## src/sv/fla_pkg.sv

```systemverilog
// ----------------------------------------------------------------------------
// fla_pkg
// shared types and constants of the free list fit allocator
// ----------------------------------------------------------------------------
package fla_pkg;

   localparam int ID_BITS        = 16;
   localparam int STATUS_BITS    = 3;
   localparam int CSR_IDX_BITS   = 2;
   localparam int DEFAULT_MEMORY = 1024;

   typedef enum logic [STATUS_BITS-1:0] {
      ST_OK         = 3'd0,
      ST_NO_TOTAL   = 3'd1,
      ST_NO_FIT     = 3'd2,
      ST_UNKNOWN_ID = 3'd3,
      ST_FULL       = 3'd4
   } status_type;

   typedef enum logic [1:0] {
      FIT_BEST  = 2'd0,
      FIT_WORST = 2'd1,
      FIT_FIRST = 2'd2,
      FIT_POW2  = 2'd3
   } fit_type;

   localparam logic [CSR_IDX_BITS-1:0] CSR_FIT_MODE = 2'd0;
   localparam logic [CSR_IDX_BITS-1:0] CSR_MEM_SIZE = 2'd1;

   typedef enum logic [1:0] {
      SH_NONE   = 2'd0,
      SH_REMOVE = 2'd1,
      SH_INSERT = 2'd2,
      SH_INIT   = 2'd3
   } shift_op_type;

   typedef struct packed {
      shift_op_type op;
      logic         wr_en;
   } ft_ctl_type;

endpackage

```

## src/sv/fla_channels.sv

```systemverilog
// ----------------------------------------------------------------------------
// fla channels
// request, response and register write channels of the allocator
// ----------------------------------------------------------------------------
interface fla_req_if import fla_pkg::*; #(parameter int ADDR_BITS = 16) ();
   logic                 valid;
   logic                 ready;
   logic                 action;
   logic [ADDR_BITS-1:0] req_size;
   logic [ID_BITS-1:0]   target_id;
   modport source (output valid, action, req_size, target_id, input ready);
   modport sink (input valid, action, req_size, target_id, output ready);
endinterface

interface fla_rsp_if import fla_pkg::*; #(parameter int ADDR_BITS = 16) ();
   logic                   valid;
   logic                   ready;
   logic [STATUS_BITS-1:0] status;
   logic [ADDR_BITS-1:0]   extent_addr;
   logic [ADDR_BITS:0]     granted_size;
   logic [ID_BITS-1:0]     assigned_id;
   modport source (output valid, status, extent_addr, granted_size, assigned_id,
                   input ready);
   modport sink (input valid, status, extent_addr, granted_size, assigned_id,
                 output ready);
endinterface

interface fla_csr_if import fla_pkg::*; #(parameter int ADDR_BITS = 16) ();
   logic                    valid;
   logic                    ready;
   logic [CSR_IDX_BITS-1:0] index;
   logic [ADDR_BITS-1:0]    data;
   modport source (output valid, index, data, input ready);
   modport sink (input valid, index, data, output ready);
endinterface

```

## src/sv/free_list_fit_allocator_unit.sv

```systemverilog
// the response to a request word waits on the grant table scan, the power of two rounding
// shift and the free table scan, each stepped one entry or bit per cycle by the sequencer
// throughput: one request word at a time; the next word is taken once the previous result is
// queued, later while an earlier response still waits in the output register
// reset: synchronous, fit mode best fit, 1024 units in one free extent, no grants
// ----------------------------------------------------------------------------
// free_list_fit_allocator_unit
// extent allocator with first, best, worst and power of two best fit
// ----------------------------------------------------------------------------
module free_list_fit_allocator_unit import fla_pkg::*; #(
   parameter int FREE_ENTRIES  = 16,
   parameter int GRANT_ENTRIES = 16,
   parameter int ADDR_BITS     = 16
) (
   input  logic  clock,
   input  logic  reset,
   fla_req_if.sink   req_chan,
   fla_rsp_if.source rsp_chan,
   fla_csr_if.sink   csr_chan
);

   localparam int AW  = ADDR_BITS;
   localparam int LW  = ADDR_BITS + 1;
   localparam int EW  = ADDR_BITS + 2;
   localparam int FIW = $clog2(FREE_ENTRIES);
   localparam int FCW = $clog2(FREE_ENTRIES + 1);
   localparam int GIW = (GRANT_ENTRIES > 1) ? $clog2(GRANT_ENTRIES) : 1;

   typedef enum logic [7:0] {
      S_IDLE    = 8'b0000_0001,
      S_GSCAN   = 8'b0000_0010,
      S_ROUND   = 8'b0000_0100,
      S_FSCAN   = 8'b0000_1000,
      S_ACOMMIT = 8'b0001_0000,
      S_PSCAN   = 8'b0010_0000,
      S_FCOMMIT = 8'b0100_0000,
      S_DONE    = 8'b1000_0000
   } state_type;

   state_type state_ff, state_in;

   logic [1:0]         fit_mode_ff, fit_mode_in;
   logic [AW-1:0]      mem_size_ff, mem_size_in;
   logic [LW-1:0]      total_ff, total_in;
   logic [ID_BITS-1:0] next_id_ff, next_id_in;

   logic               gv_ff [GRANT_ENTRIES];
   logic               gv_in [GRANT_ENTRIES];
   logic [ID_BITS-1:0] gid_ff [GRANT_ENTRIES];
   logic [AW-1:0]      gs_ff  [GRANT_ENTRIES];
   logic [LW-1:0]      gl_ff  [GRANT_ENTRIES];
   logic               g_wr;

   logic               act_ff, act_in;
   logic [LW-1:0]      size_ff, size_in;
   logic [ID_BITS-1:0] tid_ff, tid_in;
   logic [GIW-1:0]     gidx_ff, gidx_in;
   logic [GIW-1:0]     slot_ff, slot_in;
   logic [LW-1:0]      pow_ff, pow_in;
   logic [FCW-1:0]     fidx_ff, fidx_in;
   logic               found_ff, found_in;
   logic [FIW-1:0]     chosen_ff, chosen_in;
   logic [LW-1:0]      best_len_ff, best_len_in;
   logic [AW-1:0]      best_start_ff, best_start_in;
   logic [EW-1:0]      prev_end_ff, prev_end_in;
   logic [LW-1:0]      prev_len_ff, prev_len_in;
   logic [LW-1:0]      next_len_ff, next_len_in;
   logic [FCW-1:0]     pos_ff, pos_in;
   logic               jprev_ff, jprev_in;
   logic               jnext_ff, jnext_in;

   status_type         res_status_ff, res_status_in;
   logic [AW-1:0]      res_start_ff, res_start_in;
   logic [LW-1:0]      res_size_ff, res_size_in;
   logic [ID_BITS-1:0] res_id_ff, res_id_in;

   logic               rsp_valid_ff, rsp_valid_in;
   logic [STATUS_BITS-1:0] rsp_status_ff, rsp_status_in;
   logic [AW-1:0]      rsp_start_ff, rsp_start_in;
   logic [LW-1:0]      rsp_size_ff, rsp_size_in;
   logic [ID_BITS-1:0] rsp_id_ff, rsp_id_in;

   ft_ctl_type         ft_ctl;
   logic [FIW-1:0]     ft_sh_idx, ft_wr_idx;
   logic [AW-1:0]      ft_wr_start;
   logic [LW-1:0]      ft_wr_len;
   logic [AW-1:0]      ft_init_len;
   logic [AW-1:0]      ft_rd_start;
   logic [LW-1:0]      ft_rd_len;
   logic [FCW-1:0]     ft_count;

   logic               req_take, csr_take, better;

   fla_free_table #(
      .FREE_ENTRIES (FREE_ENTRIES),
      .ADDR_BITS    (ADDR_BITS)
   ) u_free_table (
      .clock    (clock),
      .reset    (reset),
      .ctl      (ft_ctl),
      .sh_idx   (ft_sh_idx),
      .wr_idx   (ft_wr_idx),
      .wr_start (ft_wr_start),
      .wr_len   (ft_wr_len),
      .init_len (ft_init_len),
      .rd_idx   (fidx_ff[FIW-1:0]),
      .rd_start (ft_rd_start),
      .rd_len   (ft_rd_len),
      .count    (ft_count)
   );

   assign req_chan.ready = (state_ff == S_IDLE);
   assign csr_chan.ready = (state_ff == S_IDLE);
   assign req_take       = req_chan.valid && req_chan.ready;
   assign csr_take       = csr_chan.valid && csr_chan.ready;

   // shared compare for the fit choice
   assign better = (fit_mode_ff == FIT_WORST) ? (ft_rd_len > best_len_ff)
                                              : (ft_rd_len < best_len_ff);

   always_comb begin
      state_in      = state_ff;
      fit_mode_in   = fit_mode_ff;
      mem_size_in   = mem_size_ff;
      total_in      = total_ff;
      next_id_in    = next_id_ff;
      for (int k = 0; k < GRANT_ENTRIES; k++) gv_in[k] = gv_ff[k];
      g_wr          = 1'b0;
      act_in        = act_ff;
      size_in       = size_ff;
      tid_in        = tid_ff;
      gidx_in       = gidx_ff;
      slot_in       = slot_ff;
      pow_in        = pow_ff;
      fidx_in       = fidx_ff;
      found_in      = found_ff;
      chosen_in     = chosen_ff;
      best_len_in   = best_len_ff;
      best_start_in = best_start_ff;
      prev_end_in   = prev_end_ff;
      prev_len_in   = prev_len_ff;
      next_len_in   = next_len_ff;
      pos_in        = pos_ff;
      jprev_in      = jprev_ff;
      jnext_in      = jnext_ff;
      res_status_in = res_status_ff;
      res_start_in  = res_start_ff;
      res_size_in   = res_size_ff;
      res_id_in     = res_id_ff;
      rsp_valid_in  = rsp_valid_ff && !rsp_chan.ready;
      rsp_status_in = rsp_status_ff;
      rsp_start_in  = rsp_start_ff;
      rsp_size_in   = rsp_size_ff;
      rsp_id_in     = rsp_id_ff;
      ft_ctl        = '{op: SH_NONE, wr_en: 1'b0};
      ft_sh_idx     = '0;
      ft_wr_idx     = '0;
      ft_wr_start   = '0;
      ft_wr_len     = '0;
      ft_init_len   = csr_chan.data;

      case (state_ff)
         S_IDLE: begin
            if (req_take) begin
               act_in  = req_chan.action;
               size_in = LW'(req_chan.req_size);
               tid_in  = req_chan.target_id;
               gidx_in = '0;
               if (!req_chan.action && LW'(req_chan.req_size) > total_ff) begin
                  res_status_in = ST_NO_TOTAL;
                  state_in      = S_DONE;
               end else begin
                  state_in = S_GSCAN;
               end
            end
         end
         S_GSCAN: begin
            fidx_in     = '0;
            found_in    = 1'b0;
            prev_end_in = '0;
            pow_in      = LW'(1);
            if (!act_ff && !gv_ff[gidx_ff]) begin
               slot_in = gidx_ff;
               if (size_ff == '0) begin
                  res_status_in = ST_NO_FIT;
                  state_in      = S_DONE;
               end else if (fit_mode_ff == FIT_POW2) begin
                  state_in = S_ROUND;
               end else begin
                  state_in = S_FSCAN;
               end
            end else if (act_ff && gv_ff[gidx_ff] && gid_ff[gidx_ff] == tid_ff) begin
               slot_in       = gidx_ff;
               best_start_in = gs_ff[gidx_ff];
               best_len_in   = gl_ff[gidx_ff];
               state_in      = S_PSCAN;
            end else if (gidx_ff == GIW'(GRANT_ENTRIES - 1)) begin
               res_status_in = act_ff ? ST_UNKNOWN_ID : ST_FULL;
               state_in      = S_DONE;
            end else begin
               gidx_in = gidx_ff + GIW'(1);
            end
         end
         S_ROUND: begin
            if (pow_ff < size_ff) begin
               pow_in = pow_ff << 1;
            end else begin
               size_in  = pow_ff;
               state_in = S_FSCAN;
            end
         end
         S_FSCAN: begin
            if (fidx_ff >= ft_count) begin
               if (found_ff) begin
                  state_in = S_ACOMMIT;
               end else begin
                  res_status_in = ST_NO_FIT;
                  state_in      = S_DONE;
               end
            end else begin
               fidx_in = fidx_ff + FCW'(1);
               if (ft_rd_len >= size_ff && (!found_ff || better ||
                                            fit_mode_ff == FIT_FIRST)) begin
                  found_in      = 1'b1;
                  chosen_in     = fidx_ff[FIW-1:0];
                  best_len_in   = ft_rd_len;
                  best_start_in = ft_rd_start;
                  if (fit_mode_ff == FIT_FIRST) state_in = S_ACOMMIT;
               end
            end
         end
         S_ACOMMIT: begin
            g_wr          = 1'b1;
            gv_in[slot_ff] = 1'b1;
            total_in      = total_ff - size_ff;
            next_id_in    = next_id_ff + ID_BITS'(1);
            res_status_in = ST_OK;
            res_start_in  = best_start_ff;
            res_size_in   = size_ff;
            res_id_in     = next_id_ff;
            if (best_len_ff == size_ff) begin
               ft_ctl.op = SH_REMOVE;
               ft_sh_idx = chosen_ff;
            end else begin
               ft_ctl.wr_en = 1'b1;
               ft_wr_idx    = chosen_ff;
               ft_wr_start  = best_start_ff + AW'(size_ff);
               ft_wr_len    = best_len_ff - size_ff;
            end
            state_in = S_DONE;
         end
         S_PSCAN: begin
            // best_start and best_len hold the released extent here
            if (fidx_ff >= ft_count || ft_rd_start > best_start_ff) begin
               pos_in      = fidx_ff;
               jprev_in    = fidx_ff != '0 && prev_end_ff == EW'(best_start_ff);
               jnext_in    = fidx_ff < ft_count &&
                             EW'(best_start_ff) + EW'(best_len_ff) == EW'(ft_rd_start);
               next_len_in = ft_rd_len;
               state_in    = S_FCOMMIT;
            end else begin
               prev_end_in = EW'(ft_rd_start) + EW'(ft_rd_len);
               prev_len_in = ft_rd_len;
               fidx_in     = fidx_ff + FCW'(1);
            end
         end
         S_FCOMMIT: begin
            res_status_in = ST_OK;
            res_start_in  = best_start_ff;
            res_size_in   = best_len_ff;
            res_id_in     = tid_ff;
            ft_wr_idx     = pos_ff[FIW-1:0] - FIW'(1);
            ft_sh_idx     = pos_ff[FIW-1:0];
            ft_wr_start   = best_start_ff;
            if (jprev_ff && jnext_ff) begin
               ft_ctl.wr_en = 1'b1;
               ft_ctl.op    = SH_REMOVE;
               ft_wr_start  = AW'(prev_end_ff - EW'(prev_len_ff));
               ft_wr_len    = prev_len_ff + best_len_ff + next_len_ff;
            end else if (jprev_ff) begin
               ft_ctl.wr_en = 1'b1;
               ft_wr_start  = AW'(prev_end_ff - EW'(prev_len_ff));
               ft_wr_len    = prev_len_ff + best_len_ff;
            end else if (jnext_ff) begin
               ft_ctl.wr_en = 1'b1;
               ft_wr_idx    = pos_ff[FIW-1:0];
               ft_wr_len    = next_len_ff + best_len_ff;
            end else if (ft_count >= FCW'(FREE_ENTRIES)) begin
               res_status_in = ST_FULL;
            end else begin
               ft_ctl.wr_en = 1'b1;
               ft_ctl.op    = SH_INSERT;
               ft_wr_idx    = pos_ff[FIW-1:0];
               ft_wr_len    = best_len_ff;
            end
            if (jprev_ff || jnext_ff || ft_count < FCW'(FREE_ENTRIES)) begin
               total_in       = total_ff + best_len_ff;
               gv_in[slot_ff] = 1'b0;
            end
            state_in = S_DONE;
         end
         S_DONE: begin
            if (!rsp_valid_ff || rsp_chan.ready) begin
               rsp_valid_in  = 1'b1;
               rsp_status_in = res_status_ff;
               if (res_status_ff == ST_OK) begin
                  rsp_start_in = res_start_ff;
                  rsp_size_in  = res_size_ff;
                  rsp_id_in    = res_id_ff;
               end else begin
                  rsp_start_in = '0;
                  rsp_size_in  = '0;
                  rsp_id_in    = '0;
               end
               state_in = S_IDLE;
            end
         end
         default: begin
            state_in = S_IDLE;
         end
      endcase

      // register writes arrive only while idle
      if (csr_take) begin
         if (csr_chan.index == CSR_FIT_MODE) begin
            fit_mode_in = csr_chan.data[1:0];
         end else if (csr_chan.index == CSR_MEM_SIZE) begin
            mem_size_in = csr_chan.data;
            total_in    = LW'(csr_chan.data);
            next_id_in  = ID_BITS'(1);
            for (int k = 0; k < GRANT_ENTRIES; k++) gv_in[k] = 1'b0;
            ft_ctl = '{op: SH_INIT, wr_en: 1'b0};
         end
      end
   end

   always_ff @(posedge clock) begin
      if (reset) begin
         state_ff     <= S_IDLE;
         fit_mode_ff  <= FIT_BEST;
         mem_size_ff  <= AW'(DEFAULT_MEMORY);
         total_ff     <= LW'(DEFAULT_MEMORY);
         next_id_ff   <= ID_BITS'(1);
         rsp_valid_ff <= 1'b0;
         for (int k = 0; k < GRANT_ENTRIES; k++) gv_ff[k] <= 1'b0;
      end else begin
         state_ff     <= state_in;
         fit_mode_ff  <= fit_mode_in;
         mem_size_ff  <= mem_size_in;
         total_ff     <= total_in;
         next_id_ff   <= next_id_in;
         rsp_valid_ff <= rsp_valid_in;
         for (int k = 0; k < GRANT_ENTRIES; k++) gv_ff[k] <= gv_in[k];
      end
   end

   always_ff @(posedge clock) begin
      if (g_wr) begin
         gid_ff[slot_ff] <= next_id_ff;
         gs_ff[slot_ff]  <= best_start_ff;
         gl_ff[slot_ff]  <= size_ff;
      end
      act_ff        <= act_in;
      size_ff       <= size_in;
      tid_ff        <= tid_in;
      gidx_ff       <= gidx_in;
      slot_ff       <= slot_in;
      pow_ff        <= pow_in;
      fidx_ff       <= fidx_in;
      found_ff      <= found_in;
      chosen_ff     <= chosen_in;
      best_len_ff   <= best_len_in;
      best_start_ff <= best_start_in;
      prev_end_ff   <= prev_end_in;
      prev_len_ff   <= prev_len_in;
      next_len_ff   <= next_len_in;
      pos_ff        <= pos_in;
      jprev_ff      <= jprev_in;
      jnext_ff      <= jnext_in;
      res_status_ff <= res_status_in;
      res_start_ff  <= res_start_in;
      res_size_ff   <= res_size_in;
      res_id_ff     <= res_id_in;
      rsp_status_ff <= rsp_status_in;
      rsp_start_ff  <= rsp_start_in;
      rsp_size_ff   <= rsp_size_in;
      rsp_id_ff     <= rsp_id_in;
   end

   assign rsp_chan.valid        = rsp_valid_ff;
   assign rsp_chan.status       = rsp_status_ff;
   assign rsp_chan.extent_addr  = rsp_start_ff;
   assign rsp_chan.granted_size = rsp_size_ff;
   assign rsp_chan.assigned_id  = rsp_id_ff;

   a_busy_after_take: assert property (@(posedge clock) disable iff (reset)
      req_take |=> state_ff != S_IDLE)
      else $error("sequencer idle after taking a word");

   a_count_bound: assert property (@(posedge clock) disable iff (reset)
      ft_count <= FCW'(FREE_ENTRIES))
      else $error("free extent count beyond table");

   a_total_bound: assert property (@(posedge clock) disable iff (reset)
      total_ff <= LW'(mem_size_ff))
      else $error("free total above managed size");

   a_ok_nonzero: assert property (@(posedge clock) disable iff (reset)
      rsp_valid_ff && rsp_status_ff == ST_OK |-> rsp_size_ff != '0)
      else $error("successful word with zero size");

endmodule

```

## src/sv/fla_free_table.sv

```systemverilog
// ----------------------------------------------------------------------------
// fla_free_table
// address ordered table of free extents with one read port, one write port
// and a shift for removal and insertion
// ----------------------------------------------------------------------------
module fla_free_table import fla_pkg::*; #(
   parameter int FREE_ENTRIES = 16,
   parameter int ADDR_BITS    = 16,
   localparam int IW = $clog2(FREE_ENTRIES),
   localparam int CW = $clog2(FREE_ENTRIES + 1),
   localparam int LW = ADDR_BITS + 1
) (
   input  logic                 clock,
   input  logic                 reset,
   input  ft_ctl_type           ctl,
   input  logic [IW-1:0]        sh_idx,
   input  logic [IW-1:0]        wr_idx,
   input  logic [ADDR_BITS-1:0] wr_start,
   input  logic [LW-1:0]        wr_len,
   input  logic [ADDR_BITS-1:0] init_len,
   input  logic [IW-1:0]        rd_idx,
   output logic [ADDR_BITS-1:0] rd_start,
   output logic [LW-1:0]        rd_len,
   output logic [CW-1:0]        count
);

   logic [ADDR_BITS-1:0] start_ff [FREE_ENTRIES];
   logic [LW-1:0]        len_ff   [FREE_ENTRIES];
   logic [ADDR_BITS-1:0] start_in [FREE_ENTRIES];
   logic [LW-1:0]        len_in   [FREE_ENTRIES];
   logic [CW-1:0]        count_ff;
   logic [CW-1:0]        count_in;

   for (genvar k = 0; k < FREE_ENTRIES; k++) begin : g_entry
      always_comb begin
         start_in[k] = start_ff[k];
         len_in[k]   = len_ff[k];
         case (ctl.op)
            SH_REMOVE: begin
               if (k < FREE_ENTRIES - 1) begin
                  if (IW'(k) >= sh_idx) begin
                     start_in[k] = start_ff[(k < FREE_ENTRIES - 1) ? k + 1 : k];
                     len_in[k]   = len_ff[(k < FREE_ENTRIES - 1) ? k + 1 : k];
                  end
               end
            end
            SH_INSERT: begin
               if (k > 0) begin
                  if (IW'(k) > sh_idx) begin
                     start_in[k] = start_ff[(k > 0) ? k - 1 : k];
                     len_in[k]   = len_ff[(k > 0) ? k - 1 : k];
                  end
               end
            end
            SH_INIT: begin
               if (k == 0) begin
                  start_in[k] = '0;
                  len_in[k]   = LW'(init_len);
               end
            end
            default: begin
            end
         endcase
         if (ctl.wr_en && wr_idx == IW'(k)) begin
            start_in[k] = wr_start;
            len_in[k]   = wr_len;
         end
      end
   end

   always_comb begin
      case (ctl.op)
         SH_REMOVE: count_in = count_ff - CW'(1);
         SH_INSERT: count_in = count_ff + CW'(1);
         SH_INIT:   count_in = (init_len != '0) ? CW'(1) : '0;
         default:   count_in = count_ff;
      endcase
   end

   always_ff @(posedge clock) begin
      if (reset) begin
         count_ff    <= CW'(1);
         start_ff[0] <= '0;
         len_ff[0]   <= LW'(DEFAULT_MEMORY);
         for (int k = 1; k < FREE_ENTRIES; k++) begin
            start_ff[k] <= start_in[k];
            len_ff[k]   <= len_in[k];
         end
      end else begin
         count_ff <= count_in;
         for (int k = 0; k < FREE_ENTRIES; k++) begin
            start_ff[k] <= start_in[k];
            len_ff[k]   <= len_in[k];
         end
      end
   end

   assign rd_start = start_ff[rd_idx];
   assign rd_len   = len_ff[rd_idx];
   assign count    = count_ff;

endmodule
```

## src/flat_wrapper.sv

```systemverilog
// flat-port wrapper written by rule: the top's interface ports become plain ports
module free_list_fit_allocator_unit_flat import fla_pkg::*;
#(
   parameter int FREE_ENTRIES  = 16,
   parameter int GRANT_ENTRIES = 16,
   parameter int ADDR_BITS     = 16
)
  (clock, reset, req_chan_valid, req_chan_action, req_chan_req_size, req_chan_target_id, req_chan_ready, rsp_chan_valid, rsp_chan_status, rsp_chan_extent_addr, rsp_chan_granted_size, rsp_chan_assigned_id, rsp_chan_ready, csr_chan_valid, csr_chan_index, csr_chan_data, csr_chan_ready);
  fla_req_if #(.ADDR_BITS(ADDR_BITS)) req_chan_i ();
  fla_rsp_if #(.ADDR_BITS(ADDR_BITS)) rsp_chan_i ();
  fla_csr_if #(.ADDR_BITS(ADDR_BITS)) csr_chan_i ();
  input  logic clock;
  input  logic reset;
  input wire logic [$bits(req_chan_i.valid)-1:0] req_chan_valid;
  input wire logic [$bits(req_chan_i.action)-1:0] req_chan_action;
  input wire logic [$bits(req_chan_i.req_size)-1:0] req_chan_req_size;
  input wire logic [$bits(req_chan_i.target_id)-1:0] req_chan_target_id;
  output wire logic [$bits(req_chan_i.ready)-1:0] req_chan_ready;
  output wire logic [$bits(rsp_chan_i.valid)-1:0] rsp_chan_valid;
  output wire logic [$bits(rsp_chan_i.status)-1:0] rsp_chan_status;
  output wire logic [$bits(rsp_chan_i.extent_addr)-1:0] rsp_chan_extent_addr;
  output wire logic [$bits(rsp_chan_i.granted_size)-1:0] rsp_chan_granted_size;
  output wire logic [$bits(rsp_chan_i.assigned_id)-1:0] rsp_chan_assigned_id;
  input wire logic [$bits(rsp_chan_i.ready)-1:0] rsp_chan_ready;
  input wire logic [$bits(csr_chan_i.valid)-1:0] csr_chan_valid;
  input wire logic [$bits(csr_chan_i.index)-1:0] csr_chan_index;
  input wire logic [$bits(csr_chan_i.data)-1:0] csr_chan_data;
  output wire logic [$bits(csr_chan_i.ready)-1:0] csr_chan_ready;
  assign req_chan_i.valid = req_chan_valid;
  assign req_chan_i.action = req_chan_action;
  assign req_chan_i.req_size = req_chan_req_size;
  assign req_chan_i.target_id = req_chan_target_id;
  assign req_chan_ready = req_chan_i.ready;
  assign rsp_chan_valid = rsp_chan_i.valid;
  assign rsp_chan_status = rsp_chan_i.status;
  assign rsp_chan_extent_addr = rsp_chan_i.extent_addr;
  assign rsp_chan_granted_size = rsp_chan_i.granted_size;
  assign rsp_chan_assigned_id = rsp_chan_i.assigned_id;
  assign rsp_chan_i.ready = rsp_chan_ready;
  assign csr_chan_i.valid = csr_chan_valid;
  assign csr_chan_i.index = csr_chan_index;
  assign csr_chan_i.data = csr_chan_data;
  assign csr_chan_ready = csr_chan_i.ready;
  free_list_fit_allocator_unit #(.FREE_ENTRIES(FREE_ENTRIES), .GRANT_ENTRIES(GRANT_ENTRIES), .ADDR_BITS(ADDR_BITS)) u_core (.clock(clock), .reset(reset), .req_chan(req_chan_i), .rsp_chan(rsp_chan_i), .csr_chan(csr_chan_i));
endmodule
```

## config.mk

```make
export PLATFORM = sky130hd
export DESIGN_NAME = free_list_fit_allocator_unit_flat
export DESIGN_NICKNAME = d
export VERILOG_FILES = /design/src/sv/fla_pkg.sv /design/src/sv/fla_channels.sv /design/src/sv/free_list_fit_allocator_unit.sv /design/src/sv/fla_free_table.sv /design/src/flat_wrapper.sv
export SDC_FILE = /design/constraint.sdc
export NUM_CORES = 2
export LEC_CHECK = 0
export BUFFER_PORTS_ARGS = -buffer_cell sky130_fd_sc_hd__buf_2
export CAP_MARGIN = 0
export CELL_PAD_IN_SITES_DETAIL_PLACEMENT = 1
export CELL_PAD_IN_SITES_GLOBAL_PLACEMENT = 2
export CORE_UTILIZATION = 41
export CTS_CLUSTER_SIZE = 25
export DETAILED_ROUTE_END_ITERATION = 10
export GPL_ROUTABILITY_DRIVEN = 1
export GPL_TIMING_DRIVEN = 0
export PLACE_DENSITY = 0.75
export SETUP_SLACK_MARGIN = 0.5
export SYNTH_ARGS = -nofsm -noshare
export SYNTH_HDL_FRONTEND = slang
export SYNTH_SLANG_ARGS = --single-unit
```

## constraint.sdc

```tcl
create_clock -name clock -period 5.7 [get_ports clock]
set_clock_uncertainty 0.1 [all_clocks]
set_input_delay 0.285 -clock clock [delete_from_list [all_inputs] [get_ports clock]]
set_output_delay 0.285 -clock clock [all_outputs]
set_load 0.05 [all_outputs]
```

After elaboration in Yosys (flattened, before gate mapping)
Memory sizes are Yosys's and may differ from the RTL's. A register that Yosys moved wholly into a read port is not among the register bits.
Cells that the tools add are included.
{"block": "word_totals", "input_bits": 56, "ramBits": 1328, "n_memories": 6, "elab_cells": 574, "ff_bits": 313}
{"name": "u_core.gl_ff", "depth": 16, "width": 17, "rd": 1, "rd_clocked_by_memory_dff": 1, "write_ports": 1, "line": "free_list_fit_allocator_unit.sv:51", "text": "logic [LW-1:0] gl_ff [GRANT_ENTRIES];"}
{"name": "u_core.u_free_table.len_ff", "depth": 16, "width": 17, "rd": 17, "rd_clocked_by_memory_dff": 1, "write_ports": 16, "line": "fla_free_table.sv:28", "text": "logic [LW-1:0] len_ff [FREE_ENTRIES];"}
{"name": "u_core.gid_ff", "depth": 16, "width": 16, "rd": 1, "rd_clocked_by_memory_dff": 1, "write_ports": 1, "line": "free_list_fit_allocator_unit.sv:49", "text": "logic [ID_BITS-1:0] gid_ff [GRANT_ENTRIES];"}
{"name": "u_core.gs_ff", "depth": 16, "width": 16, "rd": 1, "rd_clocked_by_memory_dff": 1, "write_ports": 1, "line": "free_list_fit_allocator_unit.sv:50", "text": "logic [AW-1:0] gs_ff [GRANT_ENTRIES];"}
{"name": "u_core.u_free_table.start_ff", "depth": 16, "width": 16, "rd": 17, "rd_clocked_by_memory_dff": 1, "write_ports": 16, "line": "fla_free_table.sv:27", "text": "logic [ADDR_BITS-1:0] start_ff [FREE_ENTRIES];"}
{"name": "u_core.gv_ff", "depth": 16, "width": 1, "rd": 17, "rd_clocked_by_memory_dff": 1, "write_ports": 16, "line": "free_list_fit_allocator_unit.sv:47", "text": "logic gv_ff [GRANT_ENTRIES];"}
{"block": "op_classes", "muxes": 296, "n_addsub": 16, "n_reduce_logical": 73, "bitwise_logic": 54, "order_cmp": 42, "eq_ne": 56}
{"op": "$mux 17", "count": 79}
{"op": "$mux 16", "count": 78}
{"op": "$pmux 17 s2", "count": 21}
{"op": "$pmux 16 s2", "count": 19}
{"op": "$mux 8", "count": 13}
{"op": "$mux 4", "count": 19}
{"op": "$add 17x17->17", "count": 4}
{"op": "$pmux 8 s7", "count": 1}
{"op": "$mux 3", "count": 18}
{"op": "$or 1x1->1", "count": 48}
{"op": "$add 16x17->18", "count": 2}
{"op": "$eq 18x16->1", "count": 2}
{"op": "$eq 4x4->1 const B", "count": 9}
{"op": "$pmux 18 s2", "count": 1}
{"op": "$lt 17x17->1", "count": 2}
{"op": "$sub 17x17->17", "count": 2}
{"op": "$mux 1", "count": 33}
{"op": "$gt 4x4->1 const A", "count": 8}
{"op": "$pmux 5 s3", "count": 2}
{"op": "$ge 4x4->1 const A", "count": 7}
{"op": "$logic_and 1x1->1", "count": 28}
{"op": "$pmux 4 s2", "count": 3}
{"op": "$mux 18", "count": 1}
{"op": "$ne 2x2->1 const B", "count": 9}
{"op": "69 further kinds", "count": 128}

Logic depth before layout (Yosys ltp)
{"block": "depth", "depth_word": 13, "ltp_mapped": 21}

By module
A second synthesis with hierarchy kept.
{"block": "unflattened", "cells_unflattened": 6314, "area_unflattened_um2": 83747.8}
{"module": "free_list_fit_allocator_unit", "cells_per_inst": 3573, "instances": 1, "seq_area_each_um2": 32751.4, "area_each_um2": 52621.7}
{"module": "fla_free_table", "cells_per_inst": 2741, "instances": 1, "seq_area_each_um2": 15625.0, "area_each_um2": 31126.1}

Worst setup path before layout
OpenSTA, ideal clock, no wires.
{"block": "synth_path", "path_kind": "flip-flop to flip-flop", "startpoint": "reg with a tool-made name", "endpoint": "reg u_core.best_len_ff[0], enable pin", "arrival_ns": 5.540, "n_path_buf": 7, "setup_ns": 0.485, "period_less_slack_ns": 6.125, "stages_incl_launch_ff": 20, "slack_ns": -0.425, "cell_sequence": "dfxtp_1 -> buf_6 -> buf_12 -> buf_12 -> buf_2 -> buf_2 -> clkbuf_1 -> buf_2 -> mux4_2 -> mux4_2 -> ha_1 -> a21o_1 -> a21o_1 -> a211o_1 -> a21o_1 -> a21oi_1 -> o221ai_1 -> and3_1 -> o31ai_1 -> nand2_1"}
{"item": "end signal: assignment", "line": "free_list_fit_allocator_unit.sv:372", "text": "best_len_ff <= best_len_in;"}
{"item": "end: declaration", "line": "free_list_fit_allocator_unit.sv:63", "text": "logic [LW-1:0] best_len_ff, best_len_in;"}

==> run_results.csv <==
group,metric,value,unit
timing,fin_crit,5.359,ns
yosys,synthAdderAreaFrac,0.04014,
detailed_routing,routed_via_density,6.437,
yosys,synth_simple_gate_area_share,0.09810,
floorplanning,die_w,455.6,um
clock_network,root_buffer,"clkbuf_16",
critical_path,rrSetupSlack,0.34,ns
run_status,violations,"capacitance limit, slew limit",
clock_network,clkTransAtPathRegs,0.06,ns
run_status,outcome,"finished with violations",
timing,slew_headroom,-0.06069,
yosys,ys_ff_latch,1649,
detailed_routing,drc,0,
detailed_routing,ant_nets,0,
clock_network,clock_latency,0.89,ns
critical_path,reg2reg_depth,22,
placed_design,dpl_cell_area,0.08967,mm^2
finish,drive_gt1_frac,0.1849,
placed_design,place_congestion,1.023,
clock_network,clock-sinks,1649,
yosys,netlist_instances,6486,
critical_path,worstReg2RegEnd,"u_core.best_start_ff[6]$_DFFE_PP_",
min_path,min_from,"req_chan_target_id[6]",
timing,rsz0062_at_grt,"true",
floorplanning,fp.dieH,455.6,um
finish,syn_to_final_growth,17.71,%
yosys,synth_top_cell_by_area,"edfxtp_1",
yosys,ys_warn_count,0,
timing,setup_ws,0.3412,ns
timing,clock.fmax,186.6,MHz
yosys,synth_area,0.08435,mm^2
global_route,grt_pass1_vias,64520,
global_route,grt.overflow.total,0,
floorplanning,start_util,0.4123,
critical_path,worstPathArrival,5.84,ns
min_path,min_path_type,"in2reg",
yosys,synthMuxAreaShare,0.1308,
global_route,antenna_found_initial,27,
min_path,holdPathStages,2,
global_route,grt_first_pass_wirelength,499800,um
yosys,synth_area_leaders,"edfxtp_1, mux4_2, ha_1",
clock_network,cts_buffers,181,
floorplanning,core,0.2046,mm^2
placed_design,port_buffers,109,
yosys,synth_compound_area_frac,0.1092,
timing,worst_slew_pin_slew,1.591,ns
global_route,groute.usage.overall,0.3422,
clock_network,htree_levels,4,
critical_path,worstSetupStartpointType,"register",
detailed_routing,vias,63870,
yosys,synth_edf_count,1543,
power_and_ir_drop,powerDensity,368.6,mW/mm^2
timing,setup_viol,0,
floorplanning,rows,166,
placed_design,hpwl,250800,um
job,maxCapViolCount,5,
yosys,synth_nets,6806,
floorplanning,pin_count,111,
critical_path,required,6.18,ns
finish,stdcell_area,0.09929,mm^2
detailed_routing,first_pass_iters,6,
floorplanning,die_area,0.2075,mm^2
clock_network,clock_path_buffers,3,
critical_path,critPathCaptureType,"register",
timing,fin_crit_sh,0.9401,
power_and_ir_drop,max-vdd-ir-drop,0.3460,mV
detailed_routing,avgRoutedWirePerCell,36.49,um
timing,finalHoldViolations,0,
yosys,synthTopCellsByCount,"edfxtp_1, nand2_1, a21oi_1",
critical_path,crit_type,"reg2reg",
clock_network,cts_tree,"built",
global_route,grt_max_degree,53,
placed_design,dp_slack,-2.734,ns
yosys,yosysMostFrequentCell,"edfxtp_1",
yosys,synth_xor_area_frac,0.01931,
yosys,ys_seq_area_frac,0.5745,
yosys,async_flop_share,0,
finish,layout.nets,7381,
power_and_ir_drop,p_leak,35.20,nW
min_path,min_to,"u_core.tid_ff[6]$_DFFE_PP_",
critical_path,crit_fanout,8,
yosys,ys_types,89,
detailed_routing,wirelength,362100,um
timing,slew_viol_final,40,
yosys,synth_ff_type,"edfxtp_1",
yosys,synth_top_family_by_area,"multiplexers",
detailed_routing,drt-initial-drc-count,7591,
yosys,synth_top_area_frac,0.5493,
yosys,synth.avg_cell_area,13.00,um^2
[layout make-up]
cell class              count  area (um^2)
diodes                     13        32.53
plain buffers             412         2253
clock buffers             222         4733
clock inverters           121         1276
fillers                 20720       105300
inverters                 172        700.7
multi-input cells        4257        34680
flip-flops and latches   1649        48460
well taps                2688         3363
repair buffers            388         3790
[routing by layer]
| metal | wire length (um) | vias to the layer above | track usage |
|---|---|---|---|
| met1 | 138400 | 33200 | 0.4297 |
| met3 | 31990 | 945 | 0.07468 |
| li1 | - | 26220 | - |
| met2 | 166500 | 3494 | 0.5425 |
| met5 | 58 | - | 0 |
| met4 | 25180 | 10 | 0.2064 |
[flip-flops by register name, summed over array words and instances, names as in the netlist, 18 cells and up, named ones only]
register,count
u_core.gid_ff,256
u_core.prev_end_ff,18
u_core.gs_ff,256
u_core.gl_ff,272
u_core.u_free_table.start_ff,256
u_core.u_free_table.len_ff,272
[power breakdown]
group / internal (mW) / total, mW / switching (mW)
registers: 14.1 / 14.6 / 0.501
logic: 3.93 / 9.98 / 6.05
clock network: 6.67 / 12.0 / 5.37
total: 24.7 / 36.6 / 11.9
[layout by cell type (no fill, tap or decap), types with 36 or more instances in the layout]
master         instances
and3_1                92
mux2i_1              170
dfxtp_1              103
clkinv_2              37
clkbuf_16            187
nand3_1               57
a21o_1                79
buf_2                171
and2_1               304
a21oi_1              451
o21ai_0              271
inv_1                146
a211oi_1             261
ha_1                 236
buf_12                36
clkbuf_1             264
xnor2_1              103
buf_4                151
edfxtp_1            1543
clkinv_1              44
nand2_1              743
a31oi_1               80
nor3_1                68
o21a_1                39
xor2_1                74
nor2_1               254
dlygate4sd3_1         62
mux4_2               388
[critical path, cell delays in order (launching register included)]
cell	delay [ns]
dfxtp_2	0.33
buf_6	0.12
buf_12	0.13
buf_16	0.12
buf_16	0.11
buf_16	0.10
clkbuf_16	0.21
buf_16	0.14
buf_4	0.17
mux4_2	0.56
mux4_2	0.66
ha_1	0.36
nand4_1	0.15
or4_4	0.47
o21ai_4	0.21
a2111oi_4	0.08
a211oi_2	0.20
a21oi_1	0.09
nor2_1	0.16
o31ai_4	0.11
buf_12	0.17
buf_12	0.13
nand2_8	0.10
[worst max-delay path by stage]
stage / startpoint / endpoint / depth (start not counted)
final: register / u_core.best_start_ff[6]$_DFFE_PP_ / 22
after floorplan: u_core.size_ff[1]$_DFFE_PP_ / u_core.u_free_table.len_ff[12][0]$_DFFE_PP_ / 10
after global placement: u_core.size_ff[1]$_DFFE_PP_ / u_core.u_free_table.len_ff[12][12]$_DFFE_PP_ / 10
after global routing: register / u_core.state_ff[6]$_SDFFE_PP0P_ / 21
after CTS: register / u_core.best_start_ff[10]$_DFFE_PP_ / 22
after detailed placement: u_core.size_ff[1]$_DFFE_PP_ / u_core.u_free_table.len_ff[12][10]$_DFFE_PP_ / 13
[per-stage QoR]
| step | TNS, ns | hold slack, ns | power [mW] | util | instances |
|---|---|---|---|---|---|
| 4_1_cts | 0 | 0.001542 | 36.21 | 0.4814 | 9864 |
| 3_3_place_gp | -2825.73 | 0.3597 | 23.30 | 0.4317 | 9283 |
| 6_report | 0 | 0.02241 | 36.60 | 0.4853 | 9922 |
| 3_5_place_dp | -1475.21 | 0.3640 | 23.56 | 0.4383 | 9331 |
| 5_1_grt | 0 | 0.01247 | 37.49 | 0.4852 | 9910 |
| 2_1_floorplan | -5.589 | 0.2839 | 20.10 | - | 6486 |
[cell families after synthesis]
kind of cell,after synthesis
adders and majority gates,264
AOI/OAI and AO/OA,1472
and+or+nand+nor,1743
xor gates and xnor gates,182
buffers and inverters,584
muxes,592
DFF,1649
[timing repair]
action	4_1_cts	5_1_grt
gates resized for setup	227	121
buffers inserted	124	44
pin swaps	31	35
endpoints found under the setup margin	1188	541
hold endpoints to repair	58	0
hold buffers	62	0
cloned	4	1
Note: power is estimated with default switching activity, not from simulation.
